--- src/rtl/core/lmrr_pkg.sv ---
`timescale 1ns / 1ps
`default_nettype none
// ----------------------------------------------------------------------------
// lmrr_pkg
// Shared types, codes and default sizes for the lock table engine.
// ----------------------------------------------------------------------------
package lmrr_pkg;

    localparam int DEF_NUM_LOCKS   = 256;
    localparam int DEF_QUEUE_DEPTH = 8;

    localparam int IN_TDATA_W  = 16;
    localparam int OUT_TDATA_W = 16;

    // request commands
    localparam logic CMD_ACQUIRE = 1'b0;
    localparam logic CMD_RELEASE = 1'b1;

    // per-lock state codes, code 3 is unused
    localparam logic [1:0] LS_FREE   = 2'd0;
    localparam logic [1:0] LS_LOCKED = 2'd1;
    localparam logic [1:0] LS_REVOKE = 2'd2;

    // answer codes
    localparam logic [2:0] RC_OK        = 3'd0;
    localparam logic [2:0] RC_RETRY     = 3'd1;
    localparam logic [2:0] RC_RPCERR    = 3'd2;
    localparam logic [2:0] RC_IOERR     = 3'd3;
    localparam logic [2:0] RC_RETRYFAIL = 3'd4;
    localparam logic [2:0] RC_FULL      = 3'd5;

    typedef enum logic [1:0] {
        SQ_CLEAR,
        SQ_IDLE,
        SQ_EXEC,
        SQ_POP
    } seq_state_t;

    typedef struct packed {
        logic [2:0] status;
        logic       send_revoke;
        logic [3:0] revoke_target;
        logic       send_retry;
        logic [3:0] retry_target;
    } result_t;

    typedef struct packed {
        logic wr_entry;
        logic push;
        logic pop;
    } table_ctl_t;

    typedef struct packed {
        logic       command;
        logic [7:0] lock_id;
        logic [3:0] requester;
        logic       holder_reachable;
        logic       waiter_reachable;
        logic       retry_delivered;
    } request_t;

endpackage

`default_nettype wire

--- src/rtl/core/lmrr_decide.sv ---
`timescale 1ns / 1ps
`default_nettype none
// ----------------------------------------------------------------------------
// lmrr_decide
// Decision logic: from a request and the lock entry read from the table,
// works out the new entry, the queue operation and the answer.
// ----------------------------------------------------------------------------
module lmrr_decide #(
    parameter int NUM_LOCKS   = lmrr_pkg::DEF_NUM_LOCKS,
    parameter int QUEUE_DEPTH = lmrr_pkg::DEF_QUEUE_DEPTH,
    parameter int QH_W        = (QUEUE_DEPTH > 1) ? $clog2(QUEUE_DEPTH) : 1,
    parameter int QC_W        = $clog2(QUEUE_DEPTH + 1)
) (
    input  var lmrr_pkg::request_t   req,
    input  wire                      cur_known,
    input  wire [1:0]                cur_state,
    input  wire [3:0]                cur_holder,
    input  wire [QH_W-1:0]           cur_head,
    input  wire [QC_W-1:0]           cur_count,
    input  wire [3:0]                waiter,
    output logic                     new_known,
    output logic [1:0]               new_state,
    output logic [3:0]               new_holder,
    output logic [QH_W-1:0]          new_head,
    output logic [QC_W-1:0]          new_count,
    output logic [QH_W-1:0]          tail,
    output lmrr_pkg::table_ctl_t     ctl,
    output lmrr_pkg::result_t        res
);
    import lmrr_pkg::*;

    localparam logic [16:0]     NL      = 17'(NUM_LOCKS);
    localparam logic [QC_W:0]   QD_SUM  = (QC_W + 1)'(QUEUE_DEPTH);
    localparam logic [QC_W-1:0] QD_CNT  = QC_W'(QUEUE_DEPTH);
    localparam logic [QH_W-1:0] HEAD_MX = QH_W'(QUEUE_DEPTH - 1);

    logic            in_range;
    logic            full;
    logic [QC_W:0]   pos_sum;
    logic [QC_W:0]   pos_wrap;
    logic [QH_W-1:0] head_inc;

    assign in_range = {9'd0, req.lock_id} < NL;
    assign full     = cur_count >= QD_CNT;

    // head + count stays below twice the depth
    assign pos_sum  = (QC_W + 1)'(cur_head) + (QC_W + 1)'(cur_count);
    assign pos_wrap = (pos_sum >= QD_SUM) ? pos_sum - QD_SUM : pos_sum;
    assign tail     = pos_wrap[QH_W-1:0];
    assign head_inc = (cur_head == HEAD_MX) ? '0 : cur_head + QH_W'(1);

    always_comb begin
        new_known  = cur_known;
        new_state  = cur_state;
        new_holder = cur_holder;
        new_head   = cur_head;
        new_count  = cur_count;
        ctl        = '0;
        res        = '0;
        res.status = RC_OK;

        if (!in_range) begin
            res.status = RC_IOERR;
        end else if (req.command == CMD_ACQUIRE) begin
            if (!cur_known) begin
                ctl.wr_entry = 1'b1;
                new_known    = 1'b1;
                new_state    = LS_LOCKED;
                new_holder   = req.requester;
                new_head     = '0;
                new_count    = '0;
            end else begin
                case (cur_state)
                    LS_FREE: begin
                        ctl.wr_entry = 1'b1;
                        new_state    = LS_LOCKED;
                        new_holder   = req.requester;
                        if (cur_count != '0 && req.holder_reachable) begin
                            res.send_revoke   = 1'b1;
                            res.revoke_target = req.requester;
                        end
                    end
                    LS_LOCKED: begin
                        if (!req.holder_reachable) begin
                            res.status = RC_RPCERR;
                        end else if (full) begin
                            res.status = RC_FULL;
                        end else begin
                            ctl.wr_entry      = 1'b1;
                            ctl.push          = 1'b1;
                            new_count         = cur_count + QC_W'(1);
                            new_state         = LS_REVOKE;
                            res.send_revoke   = 1'b1;
                            res.revoke_target = cur_holder;
                            res.status        = RC_RETRY;
                        end
                    end
                    LS_REVOKE: begin
                        if (full) begin
                            res.status = RC_FULL;
                        end else begin
                            ctl.wr_entry = 1'b1;
                            ctl.push     = 1'b1;
                            new_count    = cur_count + QC_W'(1);
                            res.status   = RC_RETRY;
                        end
                    end
                    default: begin
                    end
                endcase
            end
        end else begin
            if (!cur_known) begin
                res.status = RC_IOERR;
            end else if (cur_holder == req.requester && cur_state != LS_FREE) begin
                ctl.wr_entry = 1'b1;
                new_state    = LS_FREE;
                if (cur_count != '0) begin
                    ctl.pop   = 1'b1;
                    new_head  = head_inc;
                    new_count = cur_count - QC_W'(1);
                    if (req.waiter_reachable) begin
                        res.send_retry   = 1'b1;
                        res.retry_target = waiter;
                        res.status = req.retry_delivered ? RC_OK : RC_RETRYFAIL;
                    end else begin
                        res.status = RC_IOERR;
                    end
                end
            end
        end
    end

endmodule

`default_nettype wire

--- config.mk ---
export PLATFORM = sky130hd
export DESIGN_NAME = lmrr_decide
export DESIGN_NICKNAME = d
export VERILOG_FILES = /design/src/rtl/core/lmrr_pkg.sv /design/src/rtl/core/lmrr_decide.sv
export SDC_FILE = /design/constraint.sdc
export NUM_CORES = 1
export LEC_CHECK = 0
export BUFFER_PORTS_ARGS = -buffer_cell sky130_fd_sc_hd__buf_2
export CORE_MARGIN = 4
export CORE_UTILIZATION = 48
export DETAILED_ROUTE_END_ITERATION = 8
export PLACE_DENSITY = 0.91
export SLEW_MARGIN = 20
export SYNTH_ARGS = -nofsm -noshare
export SYNTH_HDL_FRONTEND = slang
export SYNTH_SLANG_ARGS = --single-unit
--- constraint.sdc ---
create_clock -name vclk -period 3.3
set_input_delay 0.66 -clock vclk [all_inputs]
set_output_delay 0.66 -clock vclk [all_outputs]
set_load 0.005 [all_outputs]
==> impl_metrics.csv, run 1 <==
group,metric,value,unit
route,drt-vias-per-instance,5.94,
yosys,syn-cell-area,983,sq um
power,power.density_cell_area,127,mW/mm^2
setup_path,worst_ep_arrival_time,2320,ps
setup_path,cp_common_cell,"buf_2",
placed_design,globalplace.congestion,0.902,
grt,antenna_found_initial,0,
finish,drive_above_1_share,0.390,
finish,nNetsFinal,241,
outcome,status,"complete, no violations",
yosys,ys_warn_count,0,
yosys,ys_seq_area_frac,0,
finish,seq_cells,0,
route,vias,1319,
placed_design,dpl_cell_area,0.00129,sq mm
yosys,synth_top_area_cell,"ha_1",
timing,final_max_slew_viol_count,0,
setup_path,cp_top_family,"simple AND/OR/NAND/NOR gates",
route,drc,0,
route,drt_wl_total,3170,microns
setup_path,start_kind,"input port",
timing,hold_viol_final,0,
setup_path,crit_type,"in -> out",
route,ant_nets,0,
placed_design,dpl.hpwl,2570,microns
setup_path,critical_path.max_fanout,6,
die,num_rows,16,
timing,min_period_over_period,0.904,
run,max_cap_viol_count,0,
setup_path,crit_start,"cur_count[1]",
yosys,syn_inst,142,
power,leakage,0.656,nW
finish,areaGrowthSynthToFinish,30.9,%
yosys,synth_nets,186,
finish,regArea,0,sq um
setup_path,slowest_delay,400,ps
yosys,ys_types,49,
timing,slew-limit-headroom,0.694,
timing,worstMarginPinSlew,454,ps
die,initial_core_util,0.501,
power,vdd_drop_max,0.0773,mV
setup_path,crit_slowest_cell,"or3b_1",
setup_path,critPathCaptureType,"primary output",
finish,clkbuf_count,0,
finish,finalInstanceArea,0.00129,sq mm
route,drtIter0Drc,33,
clocking,postCtsResizedCells,0,
timing,clock.fmax,335,MHz
yosys,synth_top_cells_by_area,"ha_1, nand2_1, a21oi_1, xnor2_2, mux2_2",
grt,grt_max_degree,19,
grt,overflow,0,
yosys,synth_top_area_frac,0.115,
setup_path,crit_cells,8,
route,wl_per_cell,14.3,microns
yosys,yosys-top-cells-count,"nand2_1, a21oi_1, ha_1, inv_1, nor2_1",
clocking,cts_setup_buffers,0,
grt,grt_pass1_wl,4840,microns
min_path,hold_path.class,"in -> out",
die,die-area,0.00284,sq mm
die,die_h,53.3,microns
die,coreArea,0.00196,sq mm
grt,first_global_vias,1162,
timing,rsz0062_at_grt,"false",
timing,tns,0,ps
grt,grtUsageTotal,0.214,
timing,setup_viol,0,
placed_design,io_buffers,59,
finish,antenna_cells,0,
min_path,hold_depth,3,
die,pin_count,67,
setup_path,path_buf_inv,3,
die,die_w,53.3,microns
placed_design,place_ws,346,ps
setup_path,worstPathCellList,"buf_2 > inv_1 > ha_1 > or3b_1 > nand2_2 > nor2_1 > a221o_1 > buf_2",
route,first_pass_iters,4,
setup_path,worstSetupEndpoint,"new_head[0]",
clocking,ctsHoldBuffers,0,
setup_path,critPathRequiredTime,2640,ps
timing,min_period,2980,ps
timing,worst_slack,317,ps
yosys,syn_area_per_cell,6.93,sq um
yosys,synth.most_common_cell,"nand2_1",
final cells by class:
cell class	count	area (sq um)
multi-input cells	125	913
well taps	27	33.8
fillers	180	674
inverters	10	37.5
repair buffers	60	303
where the power goes:
part	total, mW	switching [mW]	internal, mW
logic	0.164	0.0893	0.0743
registers	0	0	0
clock network	0	0	0
metrics by stage:
stage	hold slack, ps	total power [mW]	util	cells
2_1_floorplan	1400	0.0986	-	142
3_3_place_gp	1590	0.155	0.656	222
3_5_place_dp	1590	0.162	0.656	222
4_1_cts	1590	0.162	0.656	222
5_1_grt	1610	0.178	0.656	222
6_report	1590	0.164	0.656	222
routing by layer:
layer  global-route usage  share of wire  vias up
met1                0.262           0.39      613
met2                0.420           0.52       69
met4               0.0255              0        0
met3                    0          0.091        0
li1                     -              -      637
met5                    0              0        -
logic make-up (layout without fill, tap and decap cells):
| group | count (synthesis) | after routing | share of synthesized area |
|---|---|---|---|
| compound gates | 38 | 38 | 0.274 |
| mux | 4 | 4 | 0.0458 |
| buf+inv | 17 | 70 | 0.0712 |
| simple gates | 67 | 67 | 0.379 |
| xor+xnor | 6 | 6 | 0.0954 |
| fa+ha+maj | 10 | 10 | 0.135 |
how the worst min path moves through the flow:
stage	from	to	slack, ps
after floorplan	req[0]	res[12]	1400
after global placement	waiter[1]	res[1]	1590
after detailed placement	waiter[1]	res[1]	1590
after CTS	waiter[1]	res[1]	1590
after global routing	waiter[2]	res[2]	1610
final	waiter[1]	res[1]	1590
layout by cell type (no fill, tap or decap), types with 2 or more instances in the layout:
master and instances:
ha_1 9, a221o_1 2, buf_2 59, o211ai_1 5, and3_1 4, a21o_1 2
nand2b_1 4, nor2_1 8, and2_1 4, nand3_1 6, xnor2_2 3, o22ai_1 2
inv_1 9, nand2_1 20, a21oi_1 12, nor3_1 2, o21ai_0 2, a31o_2 2
nor2b_1 3, mux2_2 4, a22o_1 2, nand4_1 5
No activity file was read; power rests on OpenSTA's default activity.
==> inputs of run 2 (changes only) <==
clock period = 3.5 ns   (was 3.3 ns; I/O delays follow)
==> run 2 against run 1 <==
  * Flip-flop and latch count unchanged
  * Combinational power decreased by 7%
  * Power decreased by 6.7%
  * Critical path depth unchanged
  * Setup slack improved by 140 ps
  * Non-clock buffer count decreased by 1
  * Worst hold slack improved by 81 ps
  * Critical path type unchanged
  * Critical endpoint unchanged
  * Largest power group unchanged
==> impl_metrics.csv, run 2 (same netlist as run 1, synthesis figures left out) <==
group,metric,value,unit
outcome,status,"complete, no violations",
grt,grtUsageTotal,0.220,
grt,grt_pass1_wl,4960,microns
grt,grt_max_degree,19,
setup_path,critPathRequiredTime,2800,ps
route,drtIter0Drc,39,
grt,antenna_found_initial,0,
die,die-area,0.00284,sq mm
finish,nNetsFinal,240,
route,drc,0,
setup_path,crit_type,"in -> out",
setup_path,critPathCaptureType,"primary output",
route,drt-vias-per-instance,5.86,
placed_design,place_ws,479,ps
timing,tns,0,ps
finish,clkbuf_count,0,
timing,slew-limit-headroom,0.542,
timing,min_period_over_period,0.869,
finish,layout_common_cells,"buf_2, nand2_1, a21oi_1",
timing,clock.fmax,329,MHz
min_path,min-delay-start,"waiter[1]",
timing,worst_slack,459,ps
clocking,ctsHoldBuffers,0,
timing,min_period,3040,ps
finish,areaGrowthSynthToFinish,30.2,%
finish,mostFrequentLayoutCell,"buf_2",
route,first_pass_iters,4,
setup_path,critical_path.max_fanout,6,
die,num_rows,16,
finish,regArea,0,sq um
die,die_w,53.3,microns
die,die_h,53.3,microns
timing,worstMarginPinSlew,685,ps
route,wl_per_cell,13.9,microns
placed_design,io_buffers,59,
timing,rsz0062_at_grt,"false",
grt,first_global_vias,1159,
power,power.density_cell_area,119,mW/mm^2
timing,final_max_slew_viol_count,0,
power,leakage,0.651,nW
die,initial_core_util,0.501,
finish,drive_above_1_share,0.387,
timing,hold_viol_final,0,
route,drt_wl_total,3080,microns
route,vias,1296,
clocking,cts_setup_buffers,0,
min_path,hold_depth,3,
min_path,hold_path.class,"in -> out",
setup_path,worst_ep_arrival_time,2340,ps
min_path,min_delay_worst_endpoint,"res[1]",
die,coreArea,0.00196,sq mm
placed_design,dpl.hpwl,2570,microns
power,vdd_drop_max,0.0580,mV
run,max_cap_viol_count,0,
grt,overflow,0,
finish,fillerInstances,184,
route,ant_nets,0,
setup_path,start_kind,"input port",
clocking,postCtsResizedCells,0,
finish,antenna_cells,0,
placed_design,globalplace.congestion,0.899,
finish,multi_input_area,913,sq um
finish,seq_cells,0,
timing,setup_viol,0,
die,pin_count,67,
-- run 2: changes by cell type in the layout (fill, tap and decap cells not counted) --
cell   delta
buf_4     -1
-- run 2: how the worst max path moves through the flow --
stage / startpoint / slack, ps / depth (start not counted) / endpoint
floorplan: cur_count[1] / 870 / 6 / new_head[0]
global placement: cur_count[1] / 490 / 8 / new_head[0]
detailed placement: cur_count[1] / 480 / 8 / new_head[0]
CTS: cur_count[1] / 470 / 8 / new_head[0]
global route: cur_count[1] / 350 / 8 / new_head[0]
finish: cur_count[1] / 460 / 8 / new_head[0]
-- run 2: critical path, cell delays in order --
cell	delay, ps
buf_2	110
inv_1	180
ha_1	260
or3b_1	400
nand2_2	140
nor2_1	100
a221o_1	320
buf_2	120
-- run 2: area by class of cell --
type | instances | area share
multi-input cells | 125 | 0.714
repair buffers | 59 | 0.231
inverters | 10 | 0.0293
well taps | 27 | 0.0264
-- run 2: through the flow --
step	instance area, sq um	hold slack [ps]	utilization	cells	total power, mW
final	1280	1670	0.652	221	0.153
after global routing	1280	1670	0.652	221	0.168
after CTS	1280	1670	0.652	221	0.152
after detailed placement	1280	1670	0.652	221	0.151
after global placement	1280	1670	0.652	221	0.146
after floorplan	983	1480	-	142	0.0930
-- run 2: layer usage --
metal  global-route usage  share of wire  routed length (microns)
met4               0.0468              0                        0
met5                    0              0                        0
met2                0.410           0.51                     1560
met3              0.00845          0.083                      255
met1                0.272           0.41                     1260
-- run 2: report_power, final --
part	switching (mW)	leakage, nW	total (mW)	internal (mW)
Sequential	0	0	0	0
Clock	0	0	0	0
Combinational	0.0833	0.651	0.153	0.0693
==> inputs of run 3 (changes only) <==
PLACE_DENSITY = 0.89   (was 0.91)
==> run 3 against run 2 <==
  * Cell area up 0.59%
  * Largest cell class unchanged
  * Count of clock-buffer cells in the layout unchanged
  * Setup slack worse by 25 ps
  * Via count up 0.15%
  * Flip-flop and latch count unchanged
  * Routed wire length down 1.5%
  * Utilization up 0.38 points
  * Highest routed layer is now met4
==> impl_metrics.csv, run 3 (same netlist as run 1, synthesis figures left out) <==
group,metric,value,unit
die,die-area,0.00284,sq mm
route,drtIter0Drc,55,
power,clock_power_share,0,
clocking,cts_setup_buffers,0,
timing,min_period,3070,ps
route,drt_wl_total,3030,microns
grt,grtUsageMet1,0.268,
finish,mostFrequentLayoutCell,"buf_2",
finish,multi_input_area,913,sq um
power,pwr-share-comb,1.000,
grt,grtUsageMet2,0.410,
clocking,ctsHoldBuffers,0,
setup_path,crit_type,"in -> out",
die,coreArea,0.00196,sq mm
finish,layout_common_cells,"buf_2, nand2_1, a21oi_1",
grt,top_usage_layer,"met2",
setup_path,crit_slowest_cell,"or3b_1",
power,leakage,0.656,nW
grt,grtUsageMet3,0.00845,
route,first_pass_iters,4,
setup_path,critPathCaptureType,"primary output",
die,pin_count,67,
finish,drive_above_1_share,0.390,
timing,hold_viol_final,0,
grt,grt_pass1_wl,4890,microns
setup_path,slowest_delay,410,ps
outcome,status,"complete, no violations",
setup_path,worst_ep_arrival_time,2370,ps
grt,grtUsageTotal,0.217,
finish,regArea,0,sq um
grt,grt_max_degree,19,
setup_path,worstPathCellList,"buf_2 > inv_1 > ha_1 > or3b_1 > nand2_2 > nor2_1 > a221o_1 > buf_2",
route,vias,1298,
power,power_frac_seq,0,
timing,clock.fmax,326,MHz
finish,fillerInstances,179,
grt,overflow,0,
clocking,postCtsResizedCells,0,
timing,worst_slack,434,ps
setup_path,critical_path.max_fanout,6,
setup_path,critPathRequiredTime,2800,ps
die,initial_core_util,0.501,
setup_path,cp_top_family,"simple AND/OR/NAND/NOR gates",
timing,final_max_slew_viol_count,0,
placed_design,io_buffers,59,
run,max_cap_viol_count,0,
setup_path,cp_common_cell,"buf_2",
power,power.density_cell_area,119,mW/mm^2
setup_path,crit_cells,8,
finish,areaGrowthSynthToFinish,30.9,%
power,p_int,0.0700,mW
power,netSwitchingFraction,0.541,
setup_path,worstSetupEndpoint,"new_head[0]",
placed_design,dpl.hpwl,2520,microns
power,power.switching,0.0826,mW
die,die_h,53.3,microns
finish,antenna_cells,0,
finish,seq_cells,0,
setup_path,start_kind,"input port",
grt,first_global_vias,1179,
timing,setup_viol,0,
min_path,hold_path.class,"in -> out",
placed_design,place_ws,460,ps
placed_design,dpl_cell_area,0.00129,sq mm
route,drt-vias-per-instance,5.85,
timing,rsz0062_at_grt,"false",
finish,clkbuf_count,0,
timing,tns,0,ps
setup_path,path_buf_inv,3,
finish,nNetsFinal,241,
timing,min_period_over_period,0.876,
route,drc,0,
timing,slew-limit-headroom,0.722,
route,wl_per_cell,13.6,microns
timing,worstMarginPinSlew,413,ps
die,die_w,53.3,microns
power,vdd_drop_max,0.0635,mV
setup_path,crit_start,"cur_count[1]",
finish,finalInstanceArea,0.00129,sq mm
route,ant_nets,0,
grt,antenna_found_initial,0,
die,num_rows,16,
placed_design,globalplace.congestion,0.827,
## run 3: cell types whose count changed in the layout (fill, tap and decap cells not counted), sizes merged
cell  delta
buf      +1
## run 3: power groups by stage
stage | clock [mW] | sequential, mW | combinational, mW
final | 0 | 0 | 0.153
after global routing | 0 | 0 | 0.169
after CTS | 0 | 0 | 0.152
after detailed placement | 0 | 0 | 0.152
after global placement | 0 | 0 | 0.147
after floorplan | 0 | 0 | 0.0930
## run 3: per-layer routing
metal  routed length [microns]  part of all wire  vias up
li1                          -                 -      630
met2                      1590              0.52       74
met4                        16            0.0053        0
met5                         0                 0        -
met3                       324              0.11        2
met1                      1100              0.36      592
## run 3: worst min-delay path by stage
stage              start  depth (start not counted)  slack (ps)      end
2_1_floorplan     req[0]                          1        1480  res[12]
3_3_place_gp   waiter[0]                          3        1670   res[0]
3_5_place_dp   waiter[0]                          3        1670   res[0]
4_1_cts        waiter[0]                          3        1670   res[0]
5_1_grt        waiter[0]                          3        1680   res[0]
6_report       waiter[0]                          3        1670   res[0]
## run 3: stage by stage
step / hold WS (ps) / power, mW / utilization / instances
after floorplan: 1480 / 0.0930 / - / 142
after global placement: 1670 / 0.147 / 0.656 / 222
after detailed placement: 1670 / 0.152 / 0.656 / 222
after CTS: 1670 / 0.152 / 0.656 / 222
after global routing: 1680 / 0.169 / 0.656 / 222
final: 1670 / 0.153 / 0.656 / 222
## run 3: layout make-up
class | instances | area share
multi-input combinational | 125 | 0.709
inverter | 10 | 0.0292
tap | 27 | 0.0262
timing repair buffer | 60 | 0.235
